[src/rtl/stbs_pkg.sv]
// Shared types, constants and helpers for the sorted table bracket search block.
// Standalone package; imported by stbs_cmp, stbs_seq and the top level.
package stbs_pkg;

  localparam int TABLE_DEPTH = 64;
  localparam int ADDR_W      = $clog2(TABLE_DEPTH);
  localparam int LEN_W       = 7;
  localparam int KEY_W       = 32;
  localparam int IDX_W       = 6;

  localparam logic MODE_WRITE  = 1'b0;
  localparam logic MODE_SEARCH = 1'b1;

  localparam logic [LEN_W-1:0] LEN_MIN   = LEN_W'(2);
  localparam logic [LEN_W-1:0] LEN_RESET = LEN_W'(TABLE_DEPTH);

  typedef enum logic [6:0] {
    S_IDLE   = 7'b0000001,
    S_FIRST  = 7'b0000010,
    S_LAST   = 7'b0000100,
    S_ENDS   = 7'b0001000,
    S_ORIENT = 7'b0010000,
    S_STEP   = 7'b0100000,
    S_FIN    = 7'b1000000
  } state_t;

  typedef struct packed {
    logic              we;
    logic [ADDR_W-1:0] waddr;
    logic [KEY_W-1:0]  wdata;
    logic [ADDR_W-1:0] raddr;
  } ram_req_t;

  typedef struct packed {
    logic eq;
    logic ge;
  } cmp_res_t;

  // Clamp a programmed length into the usable range of the table.
  function automatic logic [LEN_W-1:0] sat_len(input logic [LEN_W-1:0] v);
    logic [LEN_W-1:0] r;
    r = v;
    if (v < LEN_MIN) r = LEN_MIN;
    if (v > LEN_W'(TABLE_DEPTH)) r = LEN_W'(TABLE_DEPTH);
    return r;
  endfunction

endpackage

[src/rtl/stbs_ram.sv]
// Generic single-write, single-read RAM with registered read data.
// No dependencies.
module stbs_ram #(
  parameter int WIDTH = 32,
  parameter int DEPTH = 64
) (
  input  logic                     clk,
  input  logic                     we,
  input  logic [$clog2(DEPTH)-1:0] waddr,
  input  logic [WIDTH-1:0]         wdata,
  input  logic [$clog2(DEPTH)-1:0] raddr,
  output logic [WIDTH-1:0]         rdata
);

  logic [WIDTH-1:0] mem [DEPTH];
  logic [WIDTH-1:0] rdata_r;

  always_ff @(posedge clk) begin
    if (we) begin
      mem[waddr] <= wdata;
    end
    rdata_r <= mem[raddr];
  end

  assign rdata = rdata_r;

endmodule

[src/rtl/stbs_cmp.sv]
// Shared signed compare unit: equality and greater-or-equal of two Q16.16 keys.
// Depends on stbs_pkg.
module stbs_cmp (
  input  logic signed [stbs_pkg::KEY_W-1:0] op_a,
  input  logic signed [stbs_pkg::KEY_W-1:0] op_b,
  output stbs_pkg::cmp_res_t                res
);
  import stbs_pkg::*;

  always_comb begin
    res.eq = (op_a == op_b);
    res.ge = (op_a >= op_b);
  end

endmodule

[src/rtl/stbs_seq.sv]
// Search sequencer: accepts transactions, writes the key table, runs the end
// checks and the bisection through the shared compare unit, holds the result.
// Depends on stbs_pkg and stbs_cmp.
module stbs_seq (
  input  logic                              clk,
  input  logic                              rst_n,
  input  logic                              in_valid,
  output logic                              in_stall,
  input  logic                              in_mode,
  input  logic [stbs_pkg::IDX_W-1:0]        in_entry_index,
  input  logic signed [stbs_pkg::KEY_W-1:0] in_key_value,
  input  logic [stbs_pkg::LEN_W-1:0]        table_length,
  output logic                              out_valid,
  input  logic                              out_stall,
  output logic [stbs_pkg::IDX_W-1:0]        out_lower_index,
  output stbs_pkg::ram_req_t                ram_req,
  input  logic [stbs_pkg::KEY_W-1:0]        ram_rdata
);
  import stbs_pkg::*;

  state_t state_r, state_nxt;

  logic signed [KEY_W-1:0] key_r, key_nxt;
  logic signed [KEY_W-1:0] first_r, first_nxt;
  logic signed [KEY_W-1:0] last_r, last_nxt;
  logic [LEN_W-1:0] len_r, len_nxt;
  logic [LEN_W-1:0] lo_r, lo_nxt;
  logic [LEN_W-1:0] hi_r, hi_nxt;
  logic [LEN_W-1:0] mid_r, mid_nxt;
  logic             asc_r, asc_nxt;
  logic [IDX_W-1:0] res_r, res_nxt;
  logic             out_valid_r, out_valid_nxt;
  logic [IDX_W-1:0] out_idx_r, out_idx_nxt;

  logic signed [KEY_W-1:0] op_a, op_b;
  cmp_res_t         cmp;
  logic             accept;
  logic             go_up;
  logic [LEN_W-1:0] step_lo, step_hi, step_mid, step_gap;
  logic [LEN_W:0]   step_sum;
  logic [LEN_W-1:0] len_m1, len_m2;

  stbs_cmp u_cmp (
    .op_a (op_a),
    .op_b (op_b),
    .res  (cmp)
  );

  assign in_stall        = (state_r != S_IDLE);
  assign accept          = in_valid && !in_stall;
  assign out_valid       = out_valid_r;
  assign out_lower_index = out_idx_r;

  assign len_m1 = len_r - LEN_W'(1);
  assign len_m2 = len_r - LEN_W'(2);

  // Orientation compares the two end entries; every other step compares the key.
  always_comb begin
    if (state_r == S_ORIENT) begin
      op_a = last_r;
      op_b = first_r;
    end else begin
      op_a = key_r;
      op_b = ram_rdata;
    end
  end

  always_comb begin
    go_up    = (cmp.ge == asc_r);
    step_lo  = go_up ? mid_r : lo_r;
    step_hi  = go_up ? hi_r : mid_r;
    step_sum = {1'b0, step_lo} + {1'b0, step_hi};
    step_mid = step_sum[LEN_W:1];
    step_gap = step_hi - step_lo;
  end

  always_comb begin
    state_nxt     = state_r;
    key_nxt       = key_r;
    first_nxt     = first_r;
    last_nxt      = last_r;
    len_nxt       = len_r;
    lo_nxt        = lo_r;
    hi_nxt        = hi_r;
    mid_nxt       = mid_r;
    asc_nxt       = asc_r;
    res_nxt       = res_r;
    out_valid_nxt = out_valid_r && out_stall;
    out_idx_nxt   = out_idx_r;

    ram_req.we    = accept && (in_mode == MODE_WRITE);
    ram_req.waddr = in_entry_index[ADDR_W-1:0];
    ram_req.wdata = in_key_value;
    ram_req.raddr = '0;

    case (state_r)
      S_IDLE: begin
        if (accept && (in_mode == MODE_SEARCH)) begin
          key_nxt   = in_key_value;
          len_nxt   = sat_len(table_length);
          state_nxt = S_FIRST;
        end
      end
      S_FIRST: begin
        ram_req.raddr = '0;
        state_nxt     = S_LAST;
      end
      S_LAST: begin
        ram_req.raddr = len_m1[ADDR_W-1:0];
        first_nxt     = ram_rdata;
        if (cmp.eq) begin
          res_nxt   = '0;
          state_nxt = S_FIN;
        end else begin
          state_nxt = S_ENDS;
        end
      end
      S_ENDS: begin
        last_nxt = ram_rdata;
        if (cmp.eq) begin
          res_nxt   = len_m2[IDX_W-1:0];
          state_nxt = S_FIN;
        end else begin
          state_nxt = S_ORIENT;
        end
      end
      S_ORIENT: begin
        asc_nxt       = cmp.ge;
        lo_nxt        = '0;
        hi_nxt        = len_r;
        mid_nxt       = len_r >> 1;
        ram_req.raddr = mid_nxt[ADDR_W-1:0];
        state_nxt     = S_STEP;
      end
      S_STEP: begin
        lo_nxt  = step_lo;
        hi_nxt  = step_hi;
        mid_nxt = step_mid;
        if (step_gap > LEN_W'(1)) begin
          ram_req.raddr = step_mid[ADDR_W-1:0];
        end else begin
          res_nxt   = step_lo[IDX_W-1:0];
          state_nxt = S_FIN;
        end
      end
      S_FIN: begin
        if (!out_valid_r || !out_stall) begin
          out_valid_nxt = 1'b1;
          out_idx_nxt   = res_r;
          state_nxt     = S_IDLE;
        end
      end
      default: begin
        state_nxt = S_IDLE;
      end
    endcase
  end

  always_ff @(posedge clk) begin
    if (!rst_n) begin
      state_r     <= S_IDLE;
      out_valid_r <= 1'b0;
    end else begin
      state_r     <= state_nxt;
      out_valid_r <= out_valid_nxt;
    end
  end

  always_ff @(posedge clk) begin
    key_r     <= key_nxt;
    first_r   <= first_nxt;
    last_r    <= last_nxt;
    len_r     <= len_nxt;
    lo_r      <= lo_nxt;
    hi_r      <= hi_nxt;
    mid_r     <= mid_nxt;
    asc_r     <= asc_nxt;
    res_r     <= res_nxt;
    out_idx_r <= out_idx_nxt;
  end

endmodule

[src/rtl/sorted_table_bracket_search_top.sv]
// Top level of the sorted table bracket search block: key table RAM, sequencer
// and the table length register. Depends on stbs_pkg, stbs_ram and stbs_seq.
//
// Usage
//   Input channel (in_valid / in_stall): each transaction carries in_mode,
//   in_entry_index and in_key_value. Mode write stores the signed Q16.16 key at
//   in_entry_index and produces no result. Mode search looks up in_key_value
//   in entries 0 .. length-1 and returns the lower bracket index on the
//   output channel (out_valid / out_stall, out_lower_index).
//   The table may be ascending or descending; the direction comes from the
//   two end entries. Keys beyond either end clamp to 0 or length-1.
//   cfg_wr_en / cfg_wr_data set the table length (clamped to 2 .. depth);
//   write it only while the block is idle.
// Stalls
//   A write does not hold in_stall; the next transaction can follow at once.
//   A search holds in_stall through the end checks, the orientation set-up,
//   the bisection steps (at most ceil(log2(length)), exactly six for 64
//   entries) and the hand-over to the output register, which waits while a
//   pending result is stalled.
//   A key matching the first entry ends the search after the first end check,
//   one matching the last entry after the second; neither runs the bisection.
// Reset and back-pressure
//   rst_n (synchronous, active low) clears the sequencer and output valid and
//   sets the length to 64; table contents are undefined until written.
//   A finished result sits in the output register while out_stall is high; the
//   block still accepts a new transaction, and a second result waits until the
//   register is free.
module sorted_table_bracket_search_top (
  input  logic                              clk,
  input  logic                              rst_n,
  input  logic                              in_valid,
  output logic                              in_stall,
  input  logic                              in_mode,
  input  logic [stbs_pkg::IDX_W-1:0]        in_entry_index,
  input  logic signed [stbs_pkg::KEY_W-1:0] in_key_value,
  output logic                              out_valid,
  input  logic                              out_stall,
  output logic [stbs_pkg::IDX_W-1:0]        out_lower_index,
  input  logic                              cfg_wr_en,
  input  logic [stbs_pkg::LEN_W-1:0]        cfg_wr_data
);
  import stbs_pkg::*;

  logic [LEN_W-1:0] table_length_r, table_length_nxt;
  ram_req_t         ram_req;
  logic [KEY_W-1:0] ram_rdata;

  // Table length register: taken raw, clamped when a search starts.
  assign table_length_nxt = cfg_wr_en ? cfg_wr_data : table_length_r;

  always_ff @(posedge clk) begin
    if (!rst_n) begin
      table_length_r <= LEN_RESET;
    end else begin
      table_length_r <= table_length_nxt;
    end
  end

  // Key table storage.
  stbs_ram #(
    .WIDTH (KEY_W),
    .DEPTH (TABLE_DEPTH)
  ) u_ram (
    .clk   (clk),
    .we    (ram_req.we),
    .waddr (ram_req.waddr),
    .wdata (ram_req.wdata),
    .raddr (ram_req.raddr),
    .rdata (ram_rdata)
  );

  // Sequencer with the shared compare unit and the output register.
  stbs_seq u_seq (
    .clk             (clk),
    .rst_n           (rst_n),
    .in_valid        (in_valid),
    .in_stall        (in_stall),
    .in_mode         (in_mode),
    .in_entry_index  (in_entry_index),
    .in_key_value    (in_key_value),
    .table_length    (table_length_r),
    .out_valid       (out_valid),
    .out_stall       (out_stall),
    .out_lower_index (out_lower_index),
    .ram_req         (ram_req),
    .ram_rdata       (ram_rdata)
  );

  // A search transaction occupies the sequencer on the following cycle.
  a_search_busy: assert property (@(posedge clk) disable iff (!rst_n)
    in_valid && !in_stall && (in_mode == MODE_SEARCH) |=> in_stall)
    else $error("search accepted but input not held off");

  // A table write never occupies the sequencer.
  a_write_free: assert property (@(posedge clk) disable iff (!rst_n)
    in_valid && !in_stall && (in_mode == MODE_WRITE) |=> !in_stall)
    else $error("table write left the block busy");

  // The table is written only while no search is in flight.
  a_write_idle: assert property (@(posedge clk) disable iff (!rst_n)
    ram_req.we |-> !in_stall)
    else $error("table write during a search");

  // A new result appears only when the output register was free or drained.
  a_out_no_overwrite: assert property (@(posedge clk) disable iff (!rst_n)
    out_valid && out_stall |=> out_valid && $stable(out_lower_index))
    else $error("pending result dropped or overwritten");

endmodule
[config.mk]
export PLATFORM = sky130hd
export DESIGN_NAME = sorted_table_bracket_search_top
export DESIGN_NICKNAME = d
export VERILOG_FILES = /design/src/rtl/stbs_pkg.sv /design/src/rtl/stbs_ram.sv /design/src/rtl/stbs_cmp.sv /design/src/rtl/stbs_seq.sv /design/src/rtl/sorted_table_bracket_search_top.sv
export SDC_FILE = /design/constraint.sdc
export NUM_CORES = 2
export LEC_CHECK = 0
export ABC_AREA = 1
export BUFFER_PORTS_ARGS = -buffer_cell sky130_fd_sc_hd__clkbuf_2
export CAP_MARGIN = 20
export CORE_MARGIN = 4
export CORE_UTILIZATION = 39
export CTS_CLUSTER_SIZE = 10
export DETAILED_ROUTE_END_ITERATION = 8
export GPL_TIMING_DRIVEN = 0
export PLACE_DENSITY_LB_ADDON = 0.12
export RECOVER_POWER = 50
export SLEW_MARGIN = 20
export SYNTH_ARGS = -nofsm -noshare
export SYNTH_HDL_FRONTEND = slang
export SYNTH_HIERARCHICAL = 1
export SYNTH_SLANG_ARGS = --single-unit
[constraint.sdc]
create_clock -name clk -period 7.65 [get_ports clk]
set_input_delay 1.53 -clock clk [delete_from_list [all_inputs] [get_ports clk]]
set_output_delay 1.53 -clock clk [all_outputs]
set_load 0.005 [all_outputs]
# Word-level counts from Yosys, hierarchy flattened
# Memories as Yosys holds them, arrays and structs flattened. A register that Yosys moved wholly into a read port is not among the register bits.
# Cells that the tools add are included.
# word_totals
regBits,152
ram_bits,2048
in_bits,51
output_inout_bits,8
wordCells,78
memories,1
# op_classes
addsub,4
n_lt_le_gt_ge,4
eq_ne,15
n_mux,24
n_bitwise,1
n_reduce_logical,15
# mem_list
memory,words,width,read_ports,rd_clocked_by_memory_dff,write_ports,line_no,text
u_ram.mem,64,32,1,1,1,stbs_ram.sv:15,logic [WIDTH-1:0] mem [DEPTH];
# ops
operator,n
$mux W32,2
$mux W7,8
$pmux W7 S7,1
$pmux W7 S2,3
$pmux W6 S3,2
$eq A32 B32 Y1,1
$ge A32 B32 Y1,1
$mux W6,4
$add A7 B7 Y8,1
$ne A2 B1 Y1 const B,4
$eq A7 B1 Y1 const B,1
$eq A7 B2 Y1 const B,1
$eq A7 B3 Y1 const B,1
$eq A7 B4 Y1 const B,1
$eq A7 B5 Y1 const B,1
$eq A7 B6 Y1 const B,1
$eq A7 B7 Y1 const B,1
$gt A7 B1 Y1 const B,1
$gt A7 B7 Y1 const B,1
$lt A7 B2 Y1 const B,1
$ne A7 B1 Y1 const B,1
$sub A7 B7 Y7,1
$sub A6 B1 Y6 const B,1
$sub A6 B2 Y6 const B,1
other kinds (13),22

# Depth between registers and ports, before layout
# depth
word_depth,9
ltp_mapped,55
mapped_depth_nobuf,49

# By module
# Netlist, hierarchy kept.
# modules_own_cells
mod,instances,cells_per_inst,area_each_um2,seq_area_each_um2
stbs_ram,1,6769,82738.1,62139.6
stbs_seq,1,721,7060.5,4274.1
stbs_cmp,1,150,908.4,0.0
sorted_table_bracket_search_top,1,42,280.3,140.1

# Worst setup path before layout
# OpenSTA, ideal clock, no wires.
# synth_path
path_type,input port to flip-flop
from,in in_valid
to,"mem u_ram.mem[48][0], enable pin"
setup_time_ns,0.502
arrival_ns,5.312
required_ns,7.148
setup_slack_ns,1.835
cell_stages,5
path_buffers,1
path_cell_list,nand2_1 nor2_1 clkbuf_1 nand4_1 nor4_1
# synth_lines
item,line_no,text
from (decl),sorted_table_bracket_search_top.sv:31,"input logic in_valid,"
to (decl),stbs_ram.sv:15,

==> results.toml <==
[clock_tree]
ctsHoldBuffers = 0
cts_made_buffers = 279
clock_path_buffers = 4
clk_pin_slew_ns = 0.06
htreeDepth = 5
cts.sinks = 2232
cts-root-buf = "clkbuf_16"
cts_tree = "yes"
clk-insertion-delay-late_ns = 0.96

[drt]
dr.pass1.iters = 6
wl_per_cell_um = 33.2
routed_wl_um = 377000
drtIter0Drc = 9249
antenna_left = 0
vias_per_cell = 5.85
drc = 0
via_count = 66500

[logic_synthesis]
synth.area.top_cells = "edfxtp_1 72%, nand3_1 11%, nand2_1 11%"
synth-warning-count = 6
syn_nets = 7783
synth_most_common_cell = "nand2_1"
synth_seq_area_share_pct = 73.1
synth_top_area_cell = "edfxtp_1"
synth_seq_cells = 2232
ys_top_cells_by_count = "2578 x nand2_1, 2185 x edfxtp_1, 1938 x nand3_1"
synth_edf_count = 2185
async_flop_share_pct = 0
synth.distinct_cells = 43
yosys.area.top_type_share_pct = 72.1
syn_inst = 7682
syn_area_mm2 = 0.0910
yosys_most_used_dff = "edfxtp_1"
syn_area_per_cell_um2 = 11.8

[grt]
gr-usage-all-layers_pct = 30.3
grt_pass1_vias = 60600
grt_max_degree = 65
grt_overflow = 0
grt_pass1_wl_um = 505000
antenna_found_initial = 35

[sta]
hold_violations = 0
maxSlewViolCount = 25
skew_ns = 0.0769
worst_slew_pin_slew_ns = 2.03
rsz0062_at_grt = "yes"
finalSetupViolations = 0
max-slew-margin-rel_pct = -35.2
max_freq_mhz = 137
period_share_pct = 95.5
setup_tns_ns = 0
fin_ws_ns = 0.341
fin_crit_ns = 7.31
hold_slack_ns = 0.410

[setup_path]
reg2reg_depth = 46
rrSetupSlack_ns = 0.34
slowest_stage = "fa_1"
crit_path_start_kind = "register"
rr_endpoint = "u_ram/rdata[4]"
worstPathRequired_ns = 8.52
crit_arrival_ns = 8.17
cp_slowest_stage_delay_ns = 0.46
cp-end-kind = "register"
criticalPathCategory = "reg -> reg"
r2r_start = "u_seq/state_r[0]"
path_max_fanout = 10
cp_common_cell = "nand2_1"

[placed_design]
numPortBuffers = 52
gp_congestion = 0.993
pre_cts_ws_ns = -1.88
hpwl_um = 257000

[final_layout]
synthToLayoutAreaGrowth_pct = 19.9
fin_util_pct = 47.0
nFillCells = 20800
nets = 8322
drive_above_1_share_pct = 15.8

[floorplan]
fp.dieW_um = 491
fp.dieArea_mm2 = 0.241
rows = 177
io_pins = 59
core_mm2 = 0.232
fp.dieH_um = 491
start_util_pct = 39.2

[worst_hold_path]
min_from = "u_seq/res_r[5]"
hold_depth = 0
hold_end = "u_seq/out_lower_index[5]"
min_path_type = "reg -> reg"

[power]
p_leak_nw = 39.5
peakVddDrop_v = 0.000191
powerDensity_mw_per_mm2 = 236

[flow_run]
cap_violations = 1

[outcome]
violations = "max-capacitance violations, max-slew violations"
status = "finished with violations"
## worst max-delay path: cells and delay by family, from the launching register on
kind                       cells  cell delay [ns]
AOI/OAI and AO/OA              2             0.23
adders and majority gates      3             0.98
buffers and inverters         11             1.82
DFF                            1             0.36
and+or+nand+nor               30             3.79
## logic make-up after synthesis
group                      Yosys count  share of synthesized area, %
DFF                               2232                          73.1
buffers and inverters              646                          3.52
AOI/OAI and AO/OA                   73                         0.488
and+or+nand+nor                   4680                          22.1
xor gates and xnor gates             1                       0.00963
adders and majority gates           50                         0.704
## registers in the layout, indices dropped and copies added, names as in the netlist
| name | cells |
|---|---|
| u_seq/lo_r | 7 |
| u_seq/len_r | 7 |
| u_seq/asc_r | 1 |
| u_seq/first_r | 32 |
| u_seq/state_r | 7 |
| u_seq/out_valid | 1 |
| u_seq/res_r | 6 |
| u_seq/last_r | 32 |
| u_ram/mem | 2048 |
| u_seq/out_lower_index | 6 |
| u_ram/rdata | 32 |
| table_length_r | 7 |
| u_seq/hi_r | 7 |
| u_seq/key_r | 32 |
| u_seq/mid_r | 7 |
## worst max path at each step
stage / from / to / slack, ns
after CTS: u_seq/state_r[2] / u_ram/rdata[11] / -0.02
after detailed placement: u_seq/state_r[2] / u_ram/rdata[12] / -1.88
after global placement: in_valid / u_ram/mem[49][21] / -5.79
final: u_seq/state_r[0] / u_ram/rdata[4] / 0.34
after floorplan: in_valid / u_ram/mem[48][0] / 1.84
after global routing: u_seq/state_r[2] / u_ram/rdata[6] / -0.06
## metal layers
metal | routed length, um | GRT usage [%] | part of all wire, %
met4 | 23500 | 16.0 | 6.2
met2 | 168000 | 46.2 | 45
met5 | 29 | 0 | 0.0077
met1 | 147000 | 40.6 | 39
met3 | 38400 | 6.78 | 10
## stage by stage
step / cells / total power, mW / instance area [um2]
global placement: 10800 / 14.4 / 95100
global route: 11300 / 26.5 / 109000
floorplan: 7682 / 14.1 / 91000
finish: 11400 / 25.8 / 109000
CTS: 11300 / 25.9 / 108000
detailed placement: 11000 / 14.4 / 98900
## power by group
group          total, mW  switching (mW)  internal, mW
sequential          13.5          0.0219          13.5
combinational      0.689           0.549         0.140
clock               11.6            4.78          6.79
## layout make-up
cell class / count / area [um2] / area share (%)
buffer: 512 / 3740 / 3.43
tap: 3043 / 3810 / 3.49
inverter: 134 / 534 / 0.490
sequential: 2232 / 66600 / 61.0
clock inverter: 13 / 100 / 0.0917
clock buffer: 345 / 7470 / 6.85
antenna: 21 / 52.6 / 0.0482
multi-input combinational: 4804 / 23100 / 21.2
timing repair buffer: 258 / 3750 / 3.44
## cell usage in the layout (no fill, tap or decap), types with 21 or more instances in the layout
cell and n:
ha_1 48, clkbuf_2 69, clkbuf_1 104, buf_6 64, buf_2 208, inv_1 118, nor2_1 51, a21oi_1 23
buf_4 155, diode_2 21, buf_16 62, nand3_1 1783, nand2_2 29, nand3_4 60, clkbuf_4 60, nand3_2 98
clkbuf_16 294, buf_12 78, dfxtp_1 47, nand2_1 2542, edfxtp_1 2185, nor2_4 57
## repair_timing
item                       in CTS  in global routing
setup endpoints to repair      32                 32
pin swaps                       2                 11
buffers inserted                0                  3
gates cloned                    0                  4
gates resized for setup       356                369
(Power assumes the default switching activity.)
